$ cat src/ordered_key_header_table_defines.svh
// ----------------------------------------------------------------------------
// ordered key header table assertion macros
// concurrent assertion helpers, empty when SYNTHESIS is defined
// ----------------------------------------------------------------------------
`ifndef ORDERED_KEY_HEADER_TABLE_DEFINES_SVH
`define ORDERED_KEY_HEADER_TABLE_DEFINES_SVH

`ifndef SYNTHESIS
// property holds at every edge outside reset
`define OKHT_ASSERT_ALWAYS(label, clk, rst, prop, msg) \
  label: assert property (@(posedge clk) disable iff (rst) (prop)) else $error(msg);
// consequent holds in the cycle after the antecedent
`define OKHT_ASSERT_NEXT(label, clk, rst, ante, cons, msg) \
  label: assert property (@(posedge clk) disable iff (rst) (ante) |=> (cons)) else $error(msg);
`else
`define OKHT_ASSERT_ALWAYS(label, clk, rst, prop, msg)
`define OKHT_ASSERT_NEXT(label, clk, rst, ante, cons, msg)
`endif

`endif

$ cat src/okht_pkg.sv
`timescale 1ns / 1ps
// ----------------------------------------------------------------------------
// okht_pkg
// request, response and record types shared by the key header table
// ----------------------------------------------------------------------------
package okht_pkg;

  typedef enum logic [1:0] {
    OP_FIND   = 2'd0,
    OP_PUSH   = 2'd1,
    OP_UPDATE = 2'd2,
    OP_REMOVE = 2'd3
  } op_t;

  typedef enum logic [1:0] {
    ST_OK   = 2'd0,
    ST_MISS = 2'd1,
    ST_FULL = 2'd2
  } status_t;

  typedef enum logic {
    S_IDLE,
    S_APPLY
  } state_t;

  localparam int CountOutWidth = 7;

  typedef struct packed {
    logic [1:0]  req_type;
    logic [31:0] lookup_key;
    logic [31:0] expiry_time;
    logic [31:0] body_length;
    logic [31:0] value_start;
  } req_t;

  typedef struct packed {
    logic [1:0]               status;
    logic                     hit;
    logic [31:0]              rec_key;
    logic [31:0]              rec_expiry;
    logic [31:0]              rec_length;
    logic [31:0]              rec_start;
    logic [CountOutWidth-1:0] entry_count;
  } rsp_t;

  typedef struct packed {
    logic [31:0] key;
    logic [31:0] expiry;
    logic [31:0] length;
    logic [31:0] start;
  } rec_t;

  // broadcast from the top level to every cell
  typedef struct packed {
    logic apply;
    logic found;
    op_t  op;
  } cell_ctl_t;

endpackage

$ cat src/okht_cell.sv
`timescale 1ns / 1ps
// ----------------------------------------------------------------------------
// okht_cell
// one table slot: holds a record, matches the key, shifts toward the head
// ----------------------------------------------------------------------------
module okht_cell #(
  parameter int CW    = 7,
  parameter int INDEX = 0
) (
  input  logic               clk,
  input  logic               rst,
  input  logic               capture,
  input  logic [31:0]        lookup_key,
  input  okht_pkg::cell_ctl_t ctl,
  input  logic [CW-1:0]      count,
  input  okht_pkg::rec_t     new_rec,
  input  okht_pkg::rec_t     next_rec,
  input  logic               seen_prev,
  output logic               seen,
  output logic               hit,
  output okht_pkg::rec_t     hit_rec,
  output okht_pkg::rec_t     slot_rec
);

  localparam logic [CW-1:0] Idx   = CW'(INDEX);
  localparam logic [CW-1:0] IdxP1 = CW'(INDEX + 1);

  okht_pkg::rec_t rec;
  okht_pkg::rec_t rec_next;
  logic           valid;

  assign valid    = Idx < count;
  assign seen     = seen_prev | hit;
  assign hit_rec  = hit ? rec : '0;
  assign slot_rec = rec;

  always_ff @(posedge clk) begin
    if (rst) begin
      hit <= 1'b0;
    end else if (capture) begin
      hit <= valid && (rec.key == lookup_key);
    end
  end

  always_comb begin
    rec_next = rec;
    if (ctl.apply) begin
      unique case (ctl.op)
        okht_pkg::OP_PUSH: begin
          // rewrite in place on a hit, append at the fill mark on a miss
          if (ctl.found && hit) begin
            rec_next = new_rec;
          end else if (!ctl.found && Idx == count) begin
            rec_next = new_rec;
          end
        end
        okht_pkg::OP_UPDATE: begin
          if (ctl.found) begin
            if (IdxP1 == count) begin
              rec_next = new_rec;
            end else if (seen && IdxP1 < count) begin
              rec_next = next_rec;
            end
          end
        end
        okht_pkg::OP_REMOVE: begin
          if (ctl.found && seen && IdxP1 < count) begin
            rec_next = next_rec;
          end
        end
        default: begin
          rec_next = rec;
        end
      endcase
    end
  end

  always_ff @(posedge clk) begin
    rec <= rec_next;
  end

endmodule

$ cat config.mk
export PLATFORM = sky130hd
export DESIGN_NAME = okht_cell
export DESIGN_NICKNAME = d
export VERILOG_FILES = /design/src/ordered_key_header_table_defines.svh /design/src/okht_pkg.sv /design/src/okht_cell.sv
export SDC_FILE = /design/constraint.sdc
export NUM_CORES = 1
export LEC_CHECK = 0
export BUFFER_PORTS_ARGS = -buffer_cell sky130_fd_sc_hd__clkbuf_2
export CORE_AREA = 2 2 220 222
export CTS_CLUSTER_DIAMETER = 40
export CTS_CLUSTER_SIZE = 14
export DETAILED_ROUTE_END_ITERATION = 10
export DIE_AREA = 0 0 222 224
export GPL_ROUTABILITY_DRIVEN = 0
export MAX_ROUTING_LAYER = met4
export PLACE_DENSITY_LB_ADDON = 0.25
export REMOVE_ABC_BUFFERS = 1
export SLEW_MARGIN = 20
export SYNTH_ARGS = -nofsm -noshare
export SYNTH_HDL_FRONTEND = slang
export SYNTH_SLANG_ARGS = --single-unit
$ cat constraint.sdc
create_clock -name clk -period 12.66 [get_ports clk]
set_clock_uncertainty 0.15 [all_clocks]
set_input_delay 1.899 -clock clk [delete_from_list [all_inputs] [get_ports clk]]
set_output_delay 1.899 -clock clk [all_outputs]
set_load 0.05 [all_outputs]
==> results.sh, run 1 <==
export IMPL_dpl_instance_area_mm2=0.0102
export IMPL_ios=561
export IMPL_synth_area_leaders="edfxtp_1 57%, mux2_2 21%, and2_1 12%, xnor2_1 2.6%, buf_6 2.2%"
export IMPL_utilization_pct=22.6
export IMPL_cp_slowest_cell="buf_4"
export IMPL_antenna_found_initial=0
export IMPL_cts_root_buf="clkbuf_16"
export IMPL_yosysSeqAreaShare_pct=57.2
export IMPL_crit_end="slot_rec[101]"
export IMPL_synth_seq_cells=129
export IMPL_worst_pin_slew_ps=919
export IMPL_final_layout_size_suffix_gt1_share_pct=69.7
export IMPL_rsz0062_at_grt="false"
export IMPL_synth_edf_count=128
export IMPL_hold_path_class="register to register"
export IMPL_crit_buf_inv=3
export IMPL_setup_viol=0
export IMPL_port_buffers=560
export IMPL_cp_max_fo=65
export IMPL_reg2reg_depth=4
export IMPL_min_path_cells=2
export IMPL_p_sw_w=0.000347
export IMPL_async_reset_ff_share_pct=0
export IMPL_leakage_nw=4.87
export IMPL_grt_remaining_overflow=0
export IMPL_initial_utilization_pct=14.3
export IMPL_relSlewSlack_pct=38.7
export IMPL_clk_latency_ps=460
export IMPL_track_usage_pct=10.4
export IMPL_grt_pass1_vias=5890
export IMPL_r2r_end="slot_rec[62]"
export IMPL_r2r_slack_ps=9790
export IMPL_final_nets=1331
export IMPL_worstPathArrival_ps=4730
export IMPL_drc=0
export IMPL_final_max_slew_viol_count=0
export IMPL_detail_route_wl_per_cell_um=15.4
export IMPL_yosysTopAreaCell="edfxtp_1"
export IMPL_die_y_um=224
export IMPL_cp_start_kind="primary input"
export IMPL_die_area_mm2=0.0497
export IMPL_route_vias_total=5808
export IMPL_synth_top_area_share_pct=56.9
export IMPL_drt_iter0_drc=207
export IMPL_syn_avg_cell_area_um2=14.3
export IMPL_power_frac_comb_pct=18.2
export IMPL_ant_nets=0
export IMPL_clockBufferDepth=2
export IMPL_dieWidth_um=222
export IMPL_ir_worst_vdd_mv=0.0710
export IMPL_yosys_warnings=0
export IMPL_cp_cell_sequence="clkbuf_2, nor4_1, nand2_1, o21ai_4, buf_4, buf_4, mux2_2"
export IMPL_required_ps=12710
export IMPL_ys_flop_type="edfxtp_1"
export IMPL_syn_inst=472
export IMPL_cpLargestDelayFamily="buffers and inverters"
export IMPL_crit_top_cell="buf_4"
export IMPL_cts_hold_buf=0
export IMPL_numCtsBuffers=17
export IMPL_syn_area_mm2=0.00675
export IMPL_path_clk_slew_ps=50
export IMPL_p_per_area_mw_per_mm2=112
export IMPL_core_area_mm2=0.0473
export IMPL_grt_start_max_net_pins=133
export IMPL_clock_power_share_pct=38.3
export IMPL_fin_cells=1654
export IMPL_htree_levels=4
export IMPL_r2r_start="hit"
export IMPL_row_count=80
export IMPL_cts_resized_gates=0
export IMPL_min_period_ps=4680
export IMPL_cts_sinks=129
export IMPL_cp_slowest_stage_delay_ps=780
export IMPL_status="finished clean"
export IMPL_cp_depth=7
export IMPL_viasPerCell=3.51
export IMPL_p_sw_share_pct=29.0
export IMPL_dr_pass1_iters=4
export IMPL_p_int_w=0.000849
export IMPL_ys_types=22
export IMPL_p_seq_share_pct=43.4
export IMPL_grt_pass1_wl_mm=36.2
export IMPL_period_share_pct=37.0
export IMPL_critPathCaptureType="register"
export IMPL_drv_cap=0
export IMPL_antenna_cells=0
export IMPL_maxClockFrequency_mhz=214
export IMPL_dp_cells=1623
export IMPL_path_class="primary input to register"
export IMPL_area_growth_pct=58.7
export IMPL_fin_area_mm2=0.0107
export IMPL_critical_path_startpoint="count[1]"
export IMPL_cts_tree="done"
export IMPL_post_cts_setup_buffers=0
export IMPL_hold_viol_final=0
export IMPL_postRouteWirelength_mm=25.5
export IMPL_dp_hpwl_mm=20.1
==> worst register-to-register path, delay by kind of cell, from the launching register on <==
kind	cells	cell delay, ps
and+or+nand+nor	2	780
AOI/OAI and AO/OA	1	100
DFF	1	640
buffers and inverters	1	720
==> through the flow <==
step           total power [W]  hold slack (ps)  setup TNS [ps]  worst slack (ps)
5_1_grt                0.00125              664               0              7780
2_1_floorplan         0.000665              873         -118380              -925
6_report               0.00120              567               0              7980
3_3_place_gp          0.000749              650               0              7450
3_5_place_dp          0.000750              630               0              7510
4_1_cts                0.00123              662               0              8030
==> per-layer routing <==
metal | GRT usage (%) | part of all wire (%) | vias to the layer above
li1 | - | - | 2802
met1 | 11.0 | 39 | 2666
met3 | 3.95 | 7.3 | 24
met2 | 17.7 | 52 | 316
met4 | 4.25 | 1.9 | 0
met5 | - | 0 | -
==> placed cells by master (no fill, tap or decap) <==
cell	count
clkinv_2	4
nand2_1	2
bufinv_16	1
o21ai_4	1
clkbuf_2	560
xnor2_1	20
or4_1	1
and2_1	128
edfxtp_1	128
buf_4	4
inv_1	1
clkinv_4	1
clkbuf_16	17
clkinvlp_4	4
clkbuf_1	1
nor2_1	3
mux2_2	128
xor2_1	12
dfxtp_4	1
nand4_1	6
nand2b_1	2
a21oi_1	3
or2_2	1
o21ai_0	1
nor4b_4	1
nor4_1	4
buf_12	1
nor4b_1	1
clkinv_1	2
==> power groups by stage <==
| stage | Combinational, W | Clock [W] | Sequential, W |
|---|---|---|---|
| detailed placement | 0.000221 | 0 | 0.000529 |
| global route | 0.000232 | 0.000497 | 0.000523 |
| floorplan | 0.0000590 | 0 | 0.000606 |
| CTS | 0.000222 | 0.000486 | 0.000521 |
| global placement | 0.000219 | 0 | 0.000530 |
| finish | 0.000218 | 0.000459 | 0.000520 |
==> cell families after synthesis <==
logic type / after synthesis / share of synthesized area [%]
mux: 128 / 21.3
xor+xnor: 32 / 4.15
simple gates: 149 / 13.8
compound gates: 5 / 0.426
buf+inv: 29 / 3.08
flops: 129 / 57.2
==> synth_stat cells (2+ instances only) <==
library cell	instances
a21oi_1	3
and2_1	128
buf_6	13
clkbuf_1	14
edfxtp_1	128
mux2_2	128
nand2_1	2
nand2b_1	2
nand4_1	6
nor2_1	3
nor4_1	4
xnor2_1	20
xor2_1	12
==> area by class of cell <==
type / instances / area (um2)
clock buffer: 18 / 429
clock inverter: 12 / 96.3
timing repair buffer: 565 / 2850
sequential: 129 / 3870
tap: 615 / 769
fill: 5131 / 36600
multi-input combinational: 314 / 2700
inverter: 1 / 3.75
==> flip-flops by register name (all words and copies together), names as in the netlist <==
| name | flops |
|---|---|
| hit | 1 |
| slot_rec | 128 |
==> worst min-delay path by stage <==
stage,startpoint,slack [ps],end
after global placement,slot_rec[106],650,hit
after global routing,hit,660,hit
final,hit,570,hit
after detailed placement,slot_rec[106],630,hit
after floorplan,slot_rec[102],870,hit
after CTS,slot_rec[106],660,hit
(Power assumes the default switching activity.)
==> run 2, diff against run 1 <==
--- a/config.mk
+++ b/config.mk
@@ -5,12 +5,13 @@
 export SDC_FILE = /design/constraint.sdc
 export NUM_CORES = 1
 export LEC_CHECK = 0
+export ABC_AREA = 1
 export BUFFER_PORTS_ARGS = -buffer_cell sky130_fd_sc_hd__clkbuf_2
-export CORE_AREA = 2 2 220 222
+export CORE_AREA = 2 2 221 223
 export CTS_CLUSTER_DIAMETER = 40
 export CTS_CLUSTER_SIZE = 14
 export DETAILED_ROUTE_END_ITERATION = 10
-export DIE_AREA = 0 0 222 224
+export DIE_AREA = 0 0 223 225
 export GPL_ROUTABILITY_DRIVEN = 0
 export MAX_ROUTING_LAYER = met4
 export PLACE_DENSITY_LB_ADDON = 0.25
==> constraint.sdc (replaced) <==
create_clock -name clk -period 4 [get_ports clk]
set_clock_uncertainty 0.15 [all_clocks]
set_input_delay 0.6 -clock clk [delete_from_list [all_inputs] [get_ports clk]]
set_output_delay 0.6 -clock clk [all_outputs]
set_load 0.05 [all_outputs]
==> results.sh, run 2 <==
export IMPL_yosysTopAreaCell="edfxtp_1"
export IMPL_final_common_cell="clkbuf_2"
export IMPL_period_share_pct=70.4
export IMPL_cts_hold_buf=0
export IMPL_synth_seq_cells=129
export IMPL_path_clk_slew_ps=50
export IMPL_required_ps=3250
export IMPL_cts_sinks=129
export IMPL_ant_nets=0
export IMPL_total_power_w=0.00361
export IMPL_ys_top_cells_by_count="310 x inv_1, 202 x nand2_1, 128 x edfxtp_1"
export IMPL_syn_avg_cell_area_um2=9.06
export IMPL_worstPathArrival_ps=2070
export IMPL_final_nets=1711
export IMPL_dieWidth_um=223
export IMPL_p_per_area_mw_per_mm2=311
export IMPL_status="finished clean"
export IMPL_cts_resized_gates=0
export IMPL_ir_worst_vdd_mv=0.255
export IMPL_syn_area_mm2=0.00767
export IMPL_syn_inst=846
export IMPL_critPathCaptureType="primary output"
export IMPL_ys_types=25
export IMPL_route_vias_total=7176
export IMPL_maxClockFrequency_mhz=355
export IMPL_ios=561
export IMPL_synth_area_leaders="edfxtp_1 50%, mux2i_1 17%, inv_1 15%, nand2_1 9.9%, buf_12 3.4%"
export IMPL_clk_latency_ps=470
export IMPL_post_cts_setup_buffers=0
export IMPL_synth_top_area_share_pct=50.1
export IMPL_numCtsBuffers=17
export IMPL_yosys_warnings=0
export IMPL_async_reset_ff_share_pct=0
export IMPL_postRouteWirelength_mm=28.4
export IMPL_largest_reg_flops=128
export IMPL_htree_levels=4
export IMPL_row_count=80
export IMPL_viasPerCell=3.52
export IMPL_hold_viol_final=0
export IMPL_drv_cap=0
export IMPL_die_area_mm2=0.0502
export IMPL_num_fill_cells=5298
export IMPL_cts_root_buf="clkbuf_16"
export IMPL_fin_cells=2038
export IMPL_path_class="register to primary output"
export IMPL_dp_cells=2004
export IMPL_initial_utilization_pct=16.1
export IMPL_grt_pass1_wl_mm=40.9
export IMPL_synth_edf_count=128
export IMPL_yosysSeqAreaShare_pct=50.4
export IMPL_rsz0062_at_grt="false"
export IMPL_dp_hpwl_mm=22.9
export IMPL_track_usage_pct=11.5
export IMPL_die_y_um=225
export IMPL_cts_tree="done"
export IMPL_relSlewSlack_pct=48.5
export IMPL_final_layout_size_suffix_gt1_share_pct=43.0
export IMPL_worst_pin_slew_ps=773
export IMPL_grt_pass1_vias=7141
export IMPL_clockBufferDepth=2
export IMPL_drc=0
export IMPL_antenna_found_initial=4
export IMPL_core_area_mm2=0.0475
export IMPL_utilization_pct=24.4
export IMPL_grt_remaining_overflow=0
export IMPL_grt_start_max_net_pins=129
export IMPL_cp_max_fo=62
export IMPL_dr_pass1_iters=6
export IMPL_layout_common_cells="560 x clkbuf_2, 310 x inv_1, 202 x nand2_1"
export IMPL_drt_iter0_drc=273
export IMPL_area_growth_pct=51.1
export IMPL_min_period_ps=2820
export IMPL_ys_flop_type="edfxtp_1"
export IMPL_cp_start_kind="register"
export IMPL_hold_path_class="primary input to register"
export IMPL_leakage_nw=7.23
export IMPL_detail_route_wl_per_cell_um=13.9
export IMPL_synth_most_common_cell="inv_1"
export IMPL_final_max_slew_viol_count=0
export IMPL_port_buffers=560
export IMPL_setup_viol=0
run 2: cell types whose count changed in the layout (fill, tap and decap cells not counted), sizes merged, moves of 10 or more:
cell / delta
and2: -128
xnor2: -16
nor2: +17
inv: +310
mux2: -127
nand2: +202
mux2i: +127
xor2: -10
run 2: per-stage QoR:
step,hold WS (ps),area (um2),setup TNS (ps),setup WS [ps]
global placement,516,11100,0,1300
floorplan,519,7340,-709570,-5540
CTS,72.9,11600,0,1100
global route,89.4,11600,0,988
finish,128,11600,0,1180
detailed placement,516,11100,0,1250
run 2: kinds of logic after synthesis:
family          share of synthesized area [%]
compound gates                          0.522
flops                                    50.4
mux                                      16.7
buf+inv                                  19.4
xor+xnor                                0.685
simple gates                             12.3
run 2: area by class of cell:
| class | instances | area, um2 | area share [%] |
|---|---|---|---|
| flip-flops and latches | 129 | 3870 | 33.4 |
| well taps | 615 | 769 | 6.64 |
| clock inverters | 13 | 93.8 | 0.810 |
| inverters | 310 | 1160 | 10.0 |
| clock buffers | 17 | 425 | 3.67 |
| diodes | 4 | 10.0 | 0.0864 |
| multi-input cells | 379 | 2330 | 20.1 |
| repair buffers | 571 | 2920 | 25.2 |
run 2: routing by layer:
metal | global-route usage, % | share of wire (%)
met5 | - | 0
met4 | 4.87 | 2.2
met3 | 4.47 | 8.5
met2 | 19.5 | 51
met1 | 11.8 | 38
run 2: worst max-delay path, stage by stage, from the launching register on:
cell and delay [ps]:
dfxtp_4 450, buf_4 540, nand2_1 140, inv_1 90, clkbuf_2 270
run 2: worst paths after layout:
check | depth (start not counted) | startpoint | endpoint | slack, ps
worst max-delay path | 4 | hit | hit_rec[44] | 1180
worst min-delay path | 2 | rst | hit | 130
worst max register to register | 6 | hit | slot_rec[76] | 1770
worst min register to register | 3 | hit | hit | 520
run 2: report_power, final:
group          leakage, nW  internal [W]  switching, W
sequential            1.18       0.00156     0.0000367
combinational         5.82      0.000233      0.000360
clock                0.237      0.000778      0.000644
